## src/hw/rtl/cfm_pkg.sv

```systemverilog
`default_nettype none
package cfm_pkg;

   localparam int unsigned QUEUE_DEPTH = 2;
   localparam int unsigned QUEUE_PTR_W = $clog2(QUEUE_DEPTH);
   localparam int unsigned QUEUE_CNT_W = $clog2(QUEUE_DEPTH + 1);

   localparam int unsigned DIV_STEPS = 32;
   localparam int unsigned DIV_CNT_W = $clog2(DIV_STEPS);

   localparam int unsigned CSR_ADDR_W = 4;
   localparam int unsigned CSR_DATA_W = 32;

   localparam logic [15:0] COUNTER_PERIOD_RESET = 16'd65535;
   localparam logic [31:0] REF_CLOCK_HZ_RESET = 32'd1000000;
   localparam logic [15:0] DEBOUNCE_MIN_RESET = 16'd10;
   localparam logic LEVEL_MODE_RESET = 1'b1;

   localparam logic [15:0] FREQ_MAX = 16'hFFFF;

   typedef enum logic [1:0] {
      REG_COUNTER_PERIOD,
      REG_REF_CLOCK_HZ,
      REG_DEBOUNCE_MIN,
      REG_LEVEL_MODE
   } reg_index_type;

   typedef struct packed {
      logic [15:0] counter_period;
      logic [31:0] ref_clock_hz;
      logic [15:0] debounce_min;
      logic level_mode;
   } cfg_type;

   typedef struct packed {
      logic [16:0] divisor;
      logic [15:0] high_ticks;
      logic [15:0] low_ticks;
   } job_type;

   typedef enum logic [1:0] {
      DIV_IDLE,
      DIV_RUN,
      DIV_HOLD
   } div_state_type;

endpackage
`default_nettype wire

```

## src/hw/rtl/cfm_csr.sv

```systemverilog
`default_nettype none
module cfm_csr (
   input  wire logic clock,
   input  wire logic reset,
   input  wire logic psel,
   input  wire logic penable,
   input  wire logic pwrite,
   input  wire logic [cfm_pkg::CSR_ADDR_W-1:0] paddr,
   input  wire logic [cfm_pkg::CSR_DATA_W-1:0] pwdata,
   output logic [cfm_pkg::CSR_DATA_W-1:0] prdata,
   output logic pready,
   output cfm_pkg::cfg_type cfg
);
   import cfm_pkg::*;

   cfg_type cfg_ff;
   cfg_type cfg_in;
   reg_index_type index;
   logic write_en;

   assign index = reg_index_type'(paddr[CSR_ADDR_W-1:2]);
   assign write_en = psel & penable & pwrite;
   assign pready = 1'b1;
   assign cfg = cfg_ff;

   always_comb begin
      cfg_in = cfg_ff;
      if (write_en) begin
         unique case (index)
            REG_COUNTER_PERIOD: cfg_in.counter_period = pwdata[15:0];
            REG_REF_CLOCK_HZ:   cfg_in.ref_clock_hz = pwdata[31:0];
            REG_DEBOUNCE_MIN:   cfg_in.debounce_min = pwdata[15:0];
            REG_LEVEL_MODE:     cfg_in.level_mode = pwdata[0];
         endcase
      end
   end

   always_comb begin
      unique case (index)
         REG_COUNTER_PERIOD: prdata = {16'd0, cfg_ff.counter_period};
         REG_REF_CLOCK_HZ:   prdata = cfg_ff.ref_clock_hz;
         REG_DEBOUNCE_MIN:   prdata = {16'd0, cfg_ff.debounce_min};
         REG_LEVEL_MODE:     prdata = {31'd0, cfg_ff.level_mode};
      endcase
   end

   always_ff @(posedge clock) begin
      if (reset) begin
         cfg_ff.counter_period <= COUNTER_PERIOD_RESET;
         cfg_ff.ref_clock_hz <= REF_CLOCK_HZ_RESET;
         cfg_ff.debounce_min <= DEBOUNCE_MIN_RESET;
         cfg_ff.level_mode <= LEVEL_MODE_RESET;
      end else begin
         cfg_ff <= cfg_in;
      end
   end

endmodule
`default_nettype wire

```

## src/hw/rtl/cfm_front.sv

```systemverilog
`default_nettype none
module cfm_front (
   input  wire logic clock,
   input  wire logic reset,
   input  wire cfm_pkg::cfg_type cfg,
   input  wire logic req_valid,
   output logic req_ready,
   input  wire logic [15:0] req_capture_value,
   input  wire logic req_pin_level,
   input  wire logic queue_full,
   output logic push,
   output cfm_pkg::job_type push_job
);
   import cfm_pkg::*;

   logic [15:0] previous_capture_ff, previous_capture_in;
   logic [15:0] high_time_ff, high_time_in;
   logic [15:0] low_time_ff, low_time_in;
   logic [15:0] distance;
   logic accept;
   logic keep;

   assign req_ready = ~queue_full;
   assign accept = req_valid & req_ready;

   // The counter wraps at period + 1; both branches are taken modulo 2^16.
   always_comb begin
      if (previous_capture_ff > req_capture_value) begin
         distance = cfg.counter_period - previous_capture_ff + req_capture_value + 16'd1;
      end else begin
         distance = req_capture_value - previous_capture_ff;
      end
   end

   assign keep = distance >= cfg.debounce_min;
   assign push = accept & keep;

   always_comb begin
      previous_capture_in = previous_capture_ff;
      high_time_in = high_time_ff;
      low_time_in = low_time_ff;
      if (push) begin
         previous_capture_in = req_capture_value;
         if (cfg.level_mode) begin
            if (req_pin_level) begin
               low_time_in = distance;
            end else begin
               high_time_in = distance;
            end
         end
      end
   end

   always_comb begin
      push_job.high_ticks = high_time_in;
      push_job.low_ticks = low_time_in;
      if (cfg.level_mode) begin
         push_job.divisor = {1'b0, high_time_in} + {1'b0, low_time_in};
      end else begin
         push_job.divisor = {distance, 1'b0};
      end
   end

   always_ff @(posedge clock) begin
      if (reset) begin
         previous_capture_ff <= '0;
         high_time_ff <= '0;
         low_time_ff <= '0;
      end else begin
         previous_capture_ff <= previous_capture_in;
         high_time_ff <= high_time_in;
         low_time_ff <= low_time_in;
      end
   end

endmodule
`default_nettype wire

```

## src/hw/rtl/cfm_queue.sv

```systemverilog
`default_nettype none
module cfm_queue (
   input  wire logic clock,
   input  wire logic reset,
   input  wire logic push,
   input  wire cfm_pkg::job_type push_job,
   output logic full,
   input  wire logic pop,
   output cfm_pkg::job_type pop_job,
   output logic empty
);
   import cfm_pkg::*;

   job_type entry_ff [QUEUE_DEPTH];
   logic [QUEUE_PTR_W-1:0] wr_ptr_ff, wr_ptr_in;
   logic [QUEUE_PTR_W-1:0] rd_ptr_ff, rd_ptr_in;
   logic [QUEUE_CNT_W-1:0] count_ff, count_in;

   assign full = count_ff == QUEUE_CNT_W'(QUEUE_DEPTH);
   assign empty = count_ff == '0;
   assign pop_job = entry_ff[rd_ptr_ff];

   always_comb begin
      wr_ptr_in = wr_ptr_ff;
      rd_ptr_in = rd_ptr_ff;
      count_in = count_ff;
      if (push) begin
         wr_ptr_in = (wr_ptr_ff == QUEUE_PTR_W'(QUEUE_DEPTH - 1)) ? '0 : wr_ptr_ff + 1'b1;
      end
      if (pop) begin
         rd_ptr_in = (rd_ptr_ff == QUEUE_PTR_W'(QUEUE_DEPTH - 1)) ? '0 : rd_ptr_ff + 1'b1;
      end
      if (push && !pop) begin
         count_in = count_ff + 1'b1;
      end else if (pop && !push) begin
         count_in = count_ff - 1'b1;
      end
   end

   always_ff @(posedge clock) begin
      if (push) begin
         entry_ff[wr_ptr_ff] <= push_job;
      end
   end

   always_ff @(posedge clock) begin
      if (reset) begin
         wr_ptr_ff <= '0;
         rd_ptr_ff <= '0;
         count_ff <= '0;
      end else begin
         wr_ptr_ff <= wr_ptr_in;
         rd_ptr_ff <= rd_ptr_in;
         count_ff <= count_in;
      end
   end

endmodule
`default_nettype wire

```

## src/hw/rtl/cfm_div.sv

```systemverilog
`default_nettype none
module cfm_div (
   input  wire logic clock,
   input  wire logic reset,
   input  wire logic [31:0] ref_clock_hz,
   input  wire logic queue_empty,
   input  wire cfm_pkg::job_type pop_job,
   output logic pop,
   output logic rsp_valid,
   input  wire logic rsp_ready,
   output logic [15:0] rsp_frequency,
   output logic [15:0] rsp_high_ticks,
   output logic [15:0] rsp_low_ticks
);
   import cfm_pkg::*;

   div_state_type state_ff, state_in;
   logic [DIV_CNT_W-1:0] count_ff, count_in;
   logic [31:0] num_ff, num_in;
   logic [16:0] rem_ff, rem_in;
   logic [16:0] den_ff, den_in;
   logic [15:0] freq_ff, freq_in;
   logic [15:0] high_ff, high_in;
   logic [15:0] low_ff, low_in;
   logic [17:0] rem_shift;
   logic [17:0] rem_diff;
   logic fits;
   logic [31:0] quotient;

   // One restoring step per cycle; the dividend shifts out as quotient bits shift in.
   // A zero divisor yields an all-ones quotient, which saturates as required.
   assign rem_shift = {rem_ff, num_ff[31]};
   assign rem_diff = rem_shift - {1'b0, den_ff};
   assign fits = rem_shift >= {1'b0, den_ff};
   assign quotient = {num_ff[30:0], fits};

   assign rsp_valid = state_ff == DIV_HOLD;
   assign rsp_frequency = freq_ff;
   assign rsp_high_ticks = high_ff;
   assign rsp_low_ticks = low_ff;

   always_comb begin
      state_in = state_ff;
      count_in = count_ff;
      num_in = num_ff;
      rem_in = rem_ff;
      den_in = den_ff;
      freq_in = freq_ff;
      high_in = high_ff;
      low_in = low_ff;
      pop = 1'b0;
      unique case (state_ff)
         DIV_IDLE: begin
            if (!queue_empty) begin
               pop = 1'b1;
               num_in = ref_clock_hz;
               rem_in = '0;
               den_in = pop_job.divisor;
               high_in = pop_job.high_ticks;
               low_in = pop_job.low_ticks;
               count_in = '0;
               state_in = DIV_RUN;
            end
         end
         DIV_RUN: begin
            num_in = quotient;
            rem_in = fits ? rem_diff[16:0] : rem_shift[16:0];
            count_in = count_ff + 1'b1;
            if (count_ff == DIV_CNT_W'(DIV_STEPS - 1)) begin
               freq_in = (|quotient[31:16]) ? FREQ_MAX : quotient[15:0];
               state_in = DIV_HOLD;
            end
         end
         DIV_HOLD: begin
            if (rsp_ready) begin
               state_in = DIV_IDLE;
            end
         end
         default: begin
            state_in = DIV_IDLE;
         end
      endcase
   end

   always_ff @(posedge clock) begin
      if (reset) begin
         state_ff <= DIV_IDLE;
         count_ff <= '0;
      end else begin
         state_ff <= state_in;
         count_ff <= count_in;
      end
   end

   always_ff @(posedge clock) begin
      num_ff <= num_in;
      rem_ff <= rem_in;
      den_ff <= den_in;
      freq_ff <= freq_in;
      high_ff <= high_in;
      low_ff <= low_in;
   end

endmodule
`default_nettype wire

```

## src/hw/rtl/capture_frequency_meter.sv

```systemverilog
`default_nettype none
// Channel   Direction  Handshake                    Payload
// req       in         req_valid / req_ready        req_capture_value, req_pin_level
// rsp       out        rsp_valid / rsp_ready        rsp_frequency, rsp_high_ticks, rsp_low_ticks
// csr       in/out     psel, penable, pwrite, pready  paddr, pwdata, prdata
//
// The distance, debounce check and state update of a capture beat happen at acceptance,
// so a rejected beat produces nothing. Kept beats enter a two-entry queue.
// The serial divider works on one result at a time (a load, 32 quotient bits and a hold
// until rsp is taken), and that divider sets the sustained rate. Reset is synchronous and
// restores the register defaults and clears the stored capture and phase times. A stalled
// rsp holds the divider; the front keeps taking beats until the queue fills.
module capture_frequency_meter (
   input  wire logic clock,
   input  wire logic reset,
   input  wire logic req_valid,
   output logic req_ready,
   input  wire logic [15:0] req_capture_value,
   input  wire logic req_pin_level,
   output logic rsp_valid,
   input  wire logic rsp_ready,
   output logic [15:0] rsp_frequency,
   output logic [15:0] rsp_high_ticks,
   output logic [15:0] rsp_low_ticks,
   input  wire logic psel,
   input  wire logic penable,
   input  wire logic pwrite,
   input  wire logic [cfm_pkg::CSR_ADDR_W-1:0] paddr,
   input  wire logic [cfm_pkg::CSR_DATA_W-1:0] pwdata,
   output logic [cfm_pkg::CSR_DATA_W-1:0] prdata,
   output logic pready
);
   import cfm_pkg::*;

   cfg_type cfg;
   logic push;
   logic pop;
   logic queue_full;
   logic queue_empty;
   job_type push_job;
   job_type pop_job;

   cfm_csr u_csr (
      .clock   (clock),
      .reset   (reset),
      .psel    (psel),
      .penable (penable),
      .pwrite  (pwrite),
      .paddr   (paddr),
      .pwdata  (pwdata),
      .prdata  (prdata),
      .pready  (pready),
      .cfg     (cfg)
   );

   cfm_front u_front (
      .clock             (clock),
      .reset             (reset),
      .cfg               (cfg),
      .req_valid         (req_valid),
      .req_ready         (req_ready),
      .req_capture_value (req_capture_value),
      .req_pin_level     (req_pin_level),
      .queue_full        (queue_full),
      .push              (push),
      .push_job          (push_job)
   );

   cfm_queue u_queue (
      .clock    (clock),
      .reset    (reset),
      .push     (push),
      .push_job (push_job),
      .full     (queue_full),
      .pop      (pop),
      .pop_job  (pop_job),
      .empty    (queue_empty)
   );

   cfm_div u_div (
      .clock          (clock),
      .reset          (reset),
      .ref_clock_hz   (cfg.ref_clock_hz),
      .queue_empty    (queue_empty),
      .pop_job        (pop_job),
      .pop            (pop),
      .rsp_valid      (rsp_valid),
      .rsp_ready      (rsp_ready),
      .rsp_frequency  (rsp_frequency),
      .rsp_high_ticks (rsp_high_ticks),
      .rsp_low_ticks  (rsp_low_ticks)
   );

endmodule
`default_nettype wire
```

## config.mk

```make
export PLATFORM = sky130hd
export DESIGN_NAME = capture_frequency_meter
export DESIGN_NICKNAME = d
export VERILOG_FILES = /design/src/hw/rtl/cfm_pkg.sv /design/src/hw/rtl/cfm_csr.sv /design/src/hw/rtl/cfm_front.sv /design/src/hw/rtl/cfm_queue.sv /design/src/hw/rtl/cfm_div.sv /design/src/hw/rtl/capture_frequency_meter.sv
export SDC_FILE = /design/constraint.sdc
export NUM_CORES = 1
export LEC_CHECK = 0
export ABC_CLOCK_PERIOD_IN_PS = 13100
export BUFFER_PORTS_ARGS = -buffer_cell sky130_fd_sc_hd__buf_2
export CELL_PAD_IN_SITES_DETAIL_PLACEMENT = 0
export CELL_PAD_IN_SITES_GLOBAL_PLACEMENT = 1
export CORE_MARGIN = 2
export CORE_UTILIZATION = 48
export DETAILED_ROUTE_END_ITERATION = 10
export HOLD_SLACK_MARGIN = 0.08
export PLACE_DENSITY_LB_ADDON = 0.1
export SYNTH_ARGS = -nofsm -noshare
export SYNTH_HDL_FRONTEND = slang
export SYNTH_SLANG_ARGS = --single-unit
```

## constraint.sdc

```tcl
create_clock -name clock -period 13.1 [get_ports clock]
set_input_delay 3.93 -clock clock [delete_from_list [all_inputs] [get_ports clock]]
set_output_delay 3.93 -clock clock [all_outputs]
set_load 0.02 [all_outputs]
```

==> results.yml, run 1 <==
status:
  outcome: "finished, final reports clean"
cts:
  clk_pin_slew_worst_paths_ns: 0.06
  root_buffer: "clkbuf_16"
  clkSinkCount: 336
  postCtsResizedCells: 0
  clockBufferDepth: 3
  ctsHoldBuffers: 0
  post_cts_buffers: 0
  numCtsBuffers: 38
  ctsHtreeMaxLevel: 2
  cts_tree: "yes"
  insertion_delay_ns: 0.54
die:
  die_h_um: 193
  dieArea_um2: 37100
  fp.dieW_um: 193
  initial_core_util: 0.484
  row_count: 69
  core-area_um2: 35300
  pin_count: 143
logic_synthesis:
  seq_area_frac_synth: 0.518
  syn_area_per_cell_um2: 10.4
  ys_ff_latch: 336
  syn_nets: 1810
  syn_inst: 1648
  netlist_area_um2: 17100
  ys.warnings.count: 0
  yosysUniqueCellTypes: 71
  synth_ff_type: "edfxtp_1"
  synth-edff-count: 212
  async_reset_ff_frac: 0
sta:
  finalHoldViolCount: 0
  drv_slew: 0
  finalClockSkew_ns: 0.0126
  worstMarginPinSlew_ns: 1.19
  rsz0062_at_grt: "no"
  finalCriticalPeriod_ns: 11.97
  min_period_over_period: 0.914
  maxSlewHeadroom: 0.204
  finalSetupViolCount: 0
  tns_ns: 0
  maxClockFrequency_mhz: 83.5
setup_path:
  crit_type: "input port to register"
  crit_required_ns: 13.41
  crit_path_start: "req_capture_value[2]"
  cp_slowest_cell: "or4_4"
  reg2reg_from: "u_csr.cfg[51]"
  worstPathMaxFanout: 9
  setup.worst_path.end_class: "register"
  cp-start-kind: "input port"
  crit_arrival_ns: 12.28
  cpPeakStageDelay_ns: 0.55
  critPathMostFrequentCell: "ha_1"
global_routing:
  grt_use_met2: 0.371
  grt_pass1_vias: 11800
  gr-usage-met3: 0.0326
  top_usage_layer: "met2"
  groute.usage.overall: 0.219
  overflow: 0
  grt_max_degree: 76
  antenna_found_initial: 1
  met1_usage: 0.291
  grt_pass1_wl_um: 63000
routing:
  routed_wl_um: 39700
  vias: 11900
  drc: 0
  postRouteAntennaNets: 0
  viasPerCell: 5.25
  drt_iter0_drc: 632
  dr.pass1.iters: 7
  routedWlPerCell_um: 17.5
finish:
  final_common_cell: "nand2_1"
  syn_to_final_growth_pct: 13.9
  drive_gt1_frac: 0.177
  final_cell_mix: "nand2_1, edfxtp_1, buf_2"
  nets: 1941
placed_design:
  port-buffer-count: 139
  place_congestion: 0.834
  hpwl_um: 28100
job:
  cap_violations: 0
min_path:
  hp-class: "register to register"
  min_from: "u_front.high_time_ff[2]"
==> flip-flops by register name (all words and copies together), names as in the netlist, 17 cells and up <==
| signal | count |
|---|---|
| u_div.num_ff | 32 |
| u_queue.entry_ff | 98 |
| u_csr.cfg | 65 |
| u_div.den_ff | 17 |
| u_div.rem_ff | 17 |
==> cell usage after synthesis, types with 6 or more instances <==
cell | instances | area share
edfxtp_1 | 212 | 0.37
or3_1 | 8 | 0.0029
o21ai_0 | 71 | 0.021
ha_1 | 84 | 0.062
a211oi_1 | 14 | 0.0062
nand2b_1 | 11 | 0.0040
nor2_1 | 111 | 0.024
nand4_1 | 6 | 0.0022
o21a_1 | 16 | 0.0070
xor2_1 | 21 | 0.011
nand3b_1 | 9 | 0.0040
a21o_1 | 20 | 0.0088
clkbuf_1 | 52 | 0.011
mux2i_1 | 51 | 0.030
xnor2_1 | 28 | 0.014
nor4_1 | 6 | 0.0022
dfxtp_1 | 124 | 0.15
fa_1 | 18 | 0.021
and2_1 | 29 | 0.011
nand3_1 | 12 | 0.0035
inv_1 | 122 | 0.027
a21oi_1 | 91 | 0.027
a211o_1 | 20 | 0.010
mux2_2 | 62 | 0.041
o211ai_1 | 8 | 0.0035
nand2_1 | 272 | 0.060
and3_1 | 9 | 0.0033
a31oi_1 | 7 | 0.0026
buf_1 | 15 | 0.0033
nor2b_1 | 39 | 0.014
or2_2 | 19 | 0.0070
nor3_1 | 23 | 0.0067
==> metrics by stage <==
step           instances  hold slack (ns)  utilization  setup slack, ns  instance area [um^2]
4_1_cts             2270            0.464        0.551             1.21                 19500
3_3_place_gp        2200            0.450        0.517            0.761                 18300
6_report            2271            0.465        0.551             1.13                 19500
2_1_floorplan       1648            0.439            -             1.78                 17100
3_5_place_dp        2200            0.456        0.517            0.701                 18300
5_1_grt             2270            0.485        0.551            0.463                 19500
==> critical path, delay by kind of cell <==
family	cells	cell delay (ns)
adder cells (fa/ha/maj)	6	2.26
multiplexers	1	0.08
XOR/XNOR	1	0.15
AND/OR/NAND/NOR	8	2.01
buffers and inverters	4	0.39
AO/OA/AOI/OAI	15	3.46
==> cells by family after synthesis <==
kind of cell             after synthesis  share of synthesized area
multiplexers                         114                     0.0721
adder cells (fa/ha/maj)              103                     0.0833
other                                  1                   0.000220
XOR/XNOR                              49                     0.0251
buffers and inverters                194                     0.0433
AND/OR/NAND/NOR                      562                      0.149
flip-flops                           336                      0.518
AO/OA/AOI/OAI                        289                      0.109
==> layout make-up <==
| type | instances | area [um^2] |
|---|---|---|
| Antenna cell | 1 | 2.50 |
| Clock buffer | 58 | 1100 |
| Clock inverter | 12 | 88.8 |
| Fill cell | 3161 | 15900 |
| Inverter | 122 | 458 |
| Multi-Input combinational cell | 1118 | 7500 |
| Sequential cell | 336 | 8850 |
| Tap cell | 461 | 577 |
| Timing Repair Buffer | 163 | 878 |
==> worst paths after layout <==
check / to / slack (ns) / cells past startpoint
setup reg to reg: u_queue.entry_ff[1][46] / 4.29 / 34
hold / removal: u_front.high_time_ff[2] / 0.47 / 2
hold reg to reg: u_front.high_time_ff[2] / 0.47 / 2
setup / recovery: u_queue.entry_ff[1][46] / 1.13 / 35
==> layer usage <==
metal	share of wire	routed length, um	up-vias
met4	0.023	898	2
met1	0.46	18200	5675
met3	0.039	1550	53
li1	-	-	5993
met2	0.48	19000	204
met5	0.00025	10	-
Power of run 1 is not shown: default switching activity piles up to over one toggle a cycle in this logic, so the estimate is an artifact.
==> run 2: changes to the inputs <==
Settings changed: GPL_TIMING_DRIVEN set to 0.
==> run 2 against run 1 <==
Clock skew is 0.0033 ns higher. Setup slack worse by 0.60 ns. First-iteration DRC count is 8.1% higher. Design area is 0.98% higher. Flip-flop and latch count stayed put. Register-to-register slack worse by 0.59 ns. Critical endpoint is now u_queue.entry_ff[1][44].
==> results.yml, run 2 (synthesis gave the netlist of run 1 again) <==
finish:
  nets: 1990
  final_cell_mix: "nand2_1, edfxtp_1, buf_2"
  final_util: 0.556
  top_register: "u_queue.entry_ff"
  num_antenna_cells: 0
  largest_register_ffs: 98
  syn_to_final_growth_pct: 15.1
  drive_gt1_frac: 0.159
  final_common_cell: "nand2_1"
die:
  pin_count: 143
  row_count: 69
  fp.dieW_um: 193
  dieArea_um2: 37100
  core-area_um2: 35300
  die_h_um: 193
  initial_core_util: 0.484
cts:
  clkSinkCount: 336
  insertion_delay_ns: 0.53
  root_buffer: "clkbuf_16"
  clk_pin_slew_worst_paths_ns: 0.06
  cts_tree: "yes"
  ctsHtreeMaxLevel: 2
  numCtsBuffers: 37
  clockBufferDepth: 3
routing:
  postRouteAntennaNets: 0
  vias: 12300
  drt_iter0_drc: 683
  dr.pass1.iters: 5
  drc: 0
  routedWlPerCell_um: 18.3
  routed_wl_um: 42300
  viasPerCell: 5.29
sta:
  finalHoldViolCount: 0
  drv_slew: 0
  holdWs_ns: 0.471
  maxSlewHeadroom: 0.300
  worstMarginPinSlew_ns: 1.04
  finalCriticalPeriod_ns: 12.58
  rsz0062_at_grt: "no"
  finalSetupViolCount: 0
  finalClockSkew_ns: 0.0159
  maxClockFrequency_mhz: 79.5
  tns_ns: 0
  min_period_over_period: 0.960
min_path:
  min_path_cells: 2
  hp-class: "register to register"
  hold-path-endpoint: "u_csr.cfg[47]"
  min_from: "u_csr.cfg[47]"
setup_path:
  r2r_setup_slack_ns: 3.70
  crit_arrival_ns: 12.85
  r2r_cells: 34
  crit_required_ns: 13.37
  worstPathMaxFanout: 10
  critPathMostFrequentCell: "ha_1"
  r2r_end: "u_queue.entry_ff[1][44]"
  cp_slowest_cell: "or4_4"
  crit_type: "input port to register"
  setup.worst_path.end_class: "register"
  cp-start-kind: "input port"
  cpPeakStageDelay_ns: 0.54
  reg2reg_from: "u_csr.cfg[51]"
placed_design:
  hpwl_um: 31900
  place_congestion: 0.874
  port-buffer-count: 138
global_routing:
  antenna_found_initial: 0
  grt_pass1_wl_um: 65200
  overflow: 0
  grt_max_degree: 47
  grt_pass1_vias: 12000
  groute.usage.overall: 0.230
job:
  cap_violations: 0
status:
  outcome: "finished, final reports clean"
run 2: worst max-delay path, delay by kind of cell:
kind | cells | cell delay [ns]
buf+inv | 4 | 0.57
simple gates | 8 | 2.06
fa+ha+maj | 6 | 2.20
xor+xnor | 1 | 0.10
mux | 1 | 0.48
compound gates | 15 | 3.51
run 2: worst max path at each step:
stage                               startpoint  slack [ns]                 endpoint  cells after the start
after detailed placement  req_capture_value[0]       -0.27  u_queue.entry_ff[0][44]                     36
final                     req_capture_value[2]        0.52  u_queue.entry_ff[1][44]                     35
after floorplan           req_capture_value[2]        1.78  u_queue.entry_ff[0][46]                     34
after global routing      req_capture_value[2]       0.009  u_queue.entry_ff[1][44]                     35
after CTS                 req_capture_value[0]        0.23  u_queue.entry_ff[1][44]                     36
after global placement    req_capture_value[0]       -0.31  u_queue.entry_ff[0][26]                     21
run 2: layer usage:
metal / GRT usage / share of wire / up-vias
met4: 0.0737 / 0.029 / 0
li1: - / - / 6103
met2: 0.388 / 0.47 / 249
met3: 0.0300 / 0.038 / 67
met5: 0 / 0 / -
met1: 0.308 / 0.46 / 5835
run 2: what timing repair did:
item / CTS / global route
gates resized for setup: 0 / 2
hold buffers: 0 / 0
setup buffers: 0 / 0
endpoints found under the setup margin: 0 / 12
run 2: metrics by stage:
| stage | setup slack, ns | area [um^2] | std cells |
|---|---|---|---|
| floorplan | 1.78 | 17100 | 1648 |
| global placement | -0.311 | 18300 | 2247 |
| detailed placement | -0.266 | 18400 | 2251 |
| CTS | 0.231 | 19600 | 2319 |
| global route | 0.00850 | 19600 | 2318 |
| finish | 0.524 | 19600 | 2318 |
run 2: cell type report:
class	count	area [um^2]
Inverter	122	458
Multi-Input combinational cell	1118	7500
Fill cell	3099	15700
Clock inverter	15	181
Timing Repair Buffer	142	771
Clock buffer	53	1030
Sequential cell	336	8850
Tap cell	461	577
Buffer	71	278
Power of run 2 is left out for the same reason.
==> run 3: changes to the inputs <==
Settings changed: BUFFER_PORTS_ARGS -buffer_cell sky130_fd_sc_hd__buf_2 to -buffer_cell sky130_fd_sc_hd__buf_4.
==> run 3 against run 2 <==
Critical endpoint unchanged. Clock skew fell by 0.0026 ns. Largest cell class unchanged. Worst hold slack got worse by 0.0057 ns. Critical path type unchanged. Routed wire length up 2.1%. Setup slack better by 0.18 ns. Utilization is 1.0 points higher.
==> results.yml, run 3 (synthesis gave the netlist of run 1 again) <==
status:
  outcome: "finished, final reports clean"
placed_design:
  hpwl_um: 32300
  port-buffer-count: 138
  place_congestion: 0.872
finish:
  nFillCells: 3115
  syn_to_final_growth_pct: 17.1
  top_register: "u_queue.entry_ff"
  num_antenna_cells: 0
  final_common_cell: "nand2_1"
  final_cell_mix: "nand2_1, edfxtp_1, buf_4"
  drive_gt1_frac: 0.162
  final_util: 0.566
  largest_register_ffs: 98
  nets: 1990
routing:
  drc: 0
  drt_iter0_drc: 698
  viasPerCell: 5.31
  routedWlPerCell_um: 18.6
  highest_layer: "met4"
  vias: 12300
  dr_wl_met3_um: 1840
  postRouteAntennaNets: 0
  wl_met1_um: 19400
  routed_wl_um: 43200
  dr.pass1.iters: 5
  wl_met2_um: 20800
min_path:
  hp-class: "register to register"
setup_path:
  critPathMostFrequentCell: "o21ai_0"
  worstPathMaxFanout: 10
  crit_required_ns: 13.40
  crit_type: "input port to register"
  cp_slowest_cell: "or4_4"
  crit_arrival_ns: 12.70
  cpPeakStageDelay_ns: 0.56
  cp-start-kind: "input port"
  setup.worst_path.end_class: "register"
sta:
  maxSlewHeadroom: 0.325
  drv_slew: 0
  finalClockSkew_ns: 0.0134
  finalCriticalPeriod_ns: 12.40
  rsz0062_at_grt: "no"
  min_period_over_period: 0.946
  finalHoldViolCount: 0
  tns_ns: 0
  maxClockFrequency_mhz: 80.7
  worstMarginPinSlew_ns: 1.00
  finalSetupViolCount: 0
global_routing:
  groute.usage.overall: 0.238
  grt_max_degree: 48
  antenna_found_initial: 0
  overflow: 0
  grt_pass1_wl_um: 67100
  grt_pass1_vias: 12300
die:
  pin_count: 143
  fp.dieW_um: 193
  die_h_um: 193
  dieArea_um2: 37100
  core-area_um2: 35300
  initial_core_util: 0.484
  row_count: 69
cts:
  ctsHoldBuffers: 0
  insertion_delay_ns: 0.53
  clockBufferDepth: 3
  cts_tree: "yes"
  post_cts_buffers: 0
  clkSinkCount: 336
  clk_pin_slew_worst_paths_ns: 0.07
  root_buffer: "clkbuf_16"
  ctsHtreeMaxLevel: 2
  numCtsBuffers: 37
power_and_ir_drop:
  power.leakage_nw: 8.07
  ir_drop_uv: 150
  swShare: 0.418
  p_switching_mw: 2.66
  power_frac_clock: 0.164
  pwr-share-comb: 0.533
  pwr-share-seq: 0.303
  p_per_area_nw_per_um2: 318
  p_int_mw: 3.71
job:
  cap_violations: 0
run 3: cell types whose count changed in the layout (fill, tap and decap cells not counted):
cell / delta
inv_4: +1
clkinvlp_2: +1
inv_16: -1
clkinvlp_4: -1
clkinv_2: +5
buf_4: +138
clkbuf_16: +1
clkinv_1: -4
clkbuf_1: -3
buf_2: -138
run 3: power by group through the flow:
| stage | clock network [mW] | registers [mW] | logic [mW] |
|---|---|---|---|
| finish | 1.04 | 1.93 | 3.39 |
| global route | 1.11 | 1.97 | 3.77 |
| CTS | 1.06 | 1.93 | 3.39 |
| detailed placement | 0 | 1.95 | 3.37 |
| global placement | 0 | 1.98 | 3.25 |
| floorplan | 0 | 1.98 | 2.32 |
run 3: per-layer routing:
metal | vias up | track usage
met5 | - | 0
met1 | 5852 | 0.318
met4 | 0 | 0.0699
li1 | 6103 | -
met3 | 72 | 0.0324
met2 | 271 | 0.405
run 3: final cells by class:
class,count,area (um^2),area share
clock inverter,16,175,0.00876
multi-input combinational,1118,7500,0.375
timing repair buffer,142,1120,0.0558
tap,461,577,0.0288
buffer,71,278,0.0139
sequential,336,8850,0.442
clock buffer,51,1040,0.0521
inverter,122,458,0.0229
run 3: what timing repair did:
item	CTS	global route
setup endpoints to repair	0	8
endpoints found under the hold margin	0	0
gates resized for setup	0	2
run 3: worst max-delay path, delay by kind of cell:
kind,cells,cell delay (ns)
XOR/XNOR,1,0.46
buffers and inverters,5,0.74
AO/OA/AOI/OAI,16,3.81
adder cells (fa/ha/maj),6,1.96
AND/OR/NAND/NOR,7,1.77
run 3: final timing paths:
kind | startpoint | endpoint | slack, ns | cells after the start
max reg2reg | u_csr.cfg[51] | u_queue.entry_ff[1][44] | 3.84 | 34
min reg2reg | u_front.high_time_ff[1] | u_front.high_time_ff[1] | 0.47 | 2
max | req_capture_value[0] | u_queue.entry_ff[1][44] | 0.70 | 35
min | u_front.high_time_ff[1] | u_front.high_time_ff[1] | 0.47 | 2
run 3: per-stage QoR:
step	worst slack (ns)	std cells	total power [mW]	instance area, um^2	hold WS [ns]
floorplan	1.78	1648	4.31	17100	0.439
global placement	-0.286	2247	5.22	18700	0.452
detailed placement	-0.196	2251	5.32	18800	0.456
CTS	0.325	2318	6.38	20000	0.465
global route	0.0448	2317	6.84	20000	0.499
finish	0.703	2317	6.36	20000	0.465
Note: power is estimated with default switching activity, not from simulation.
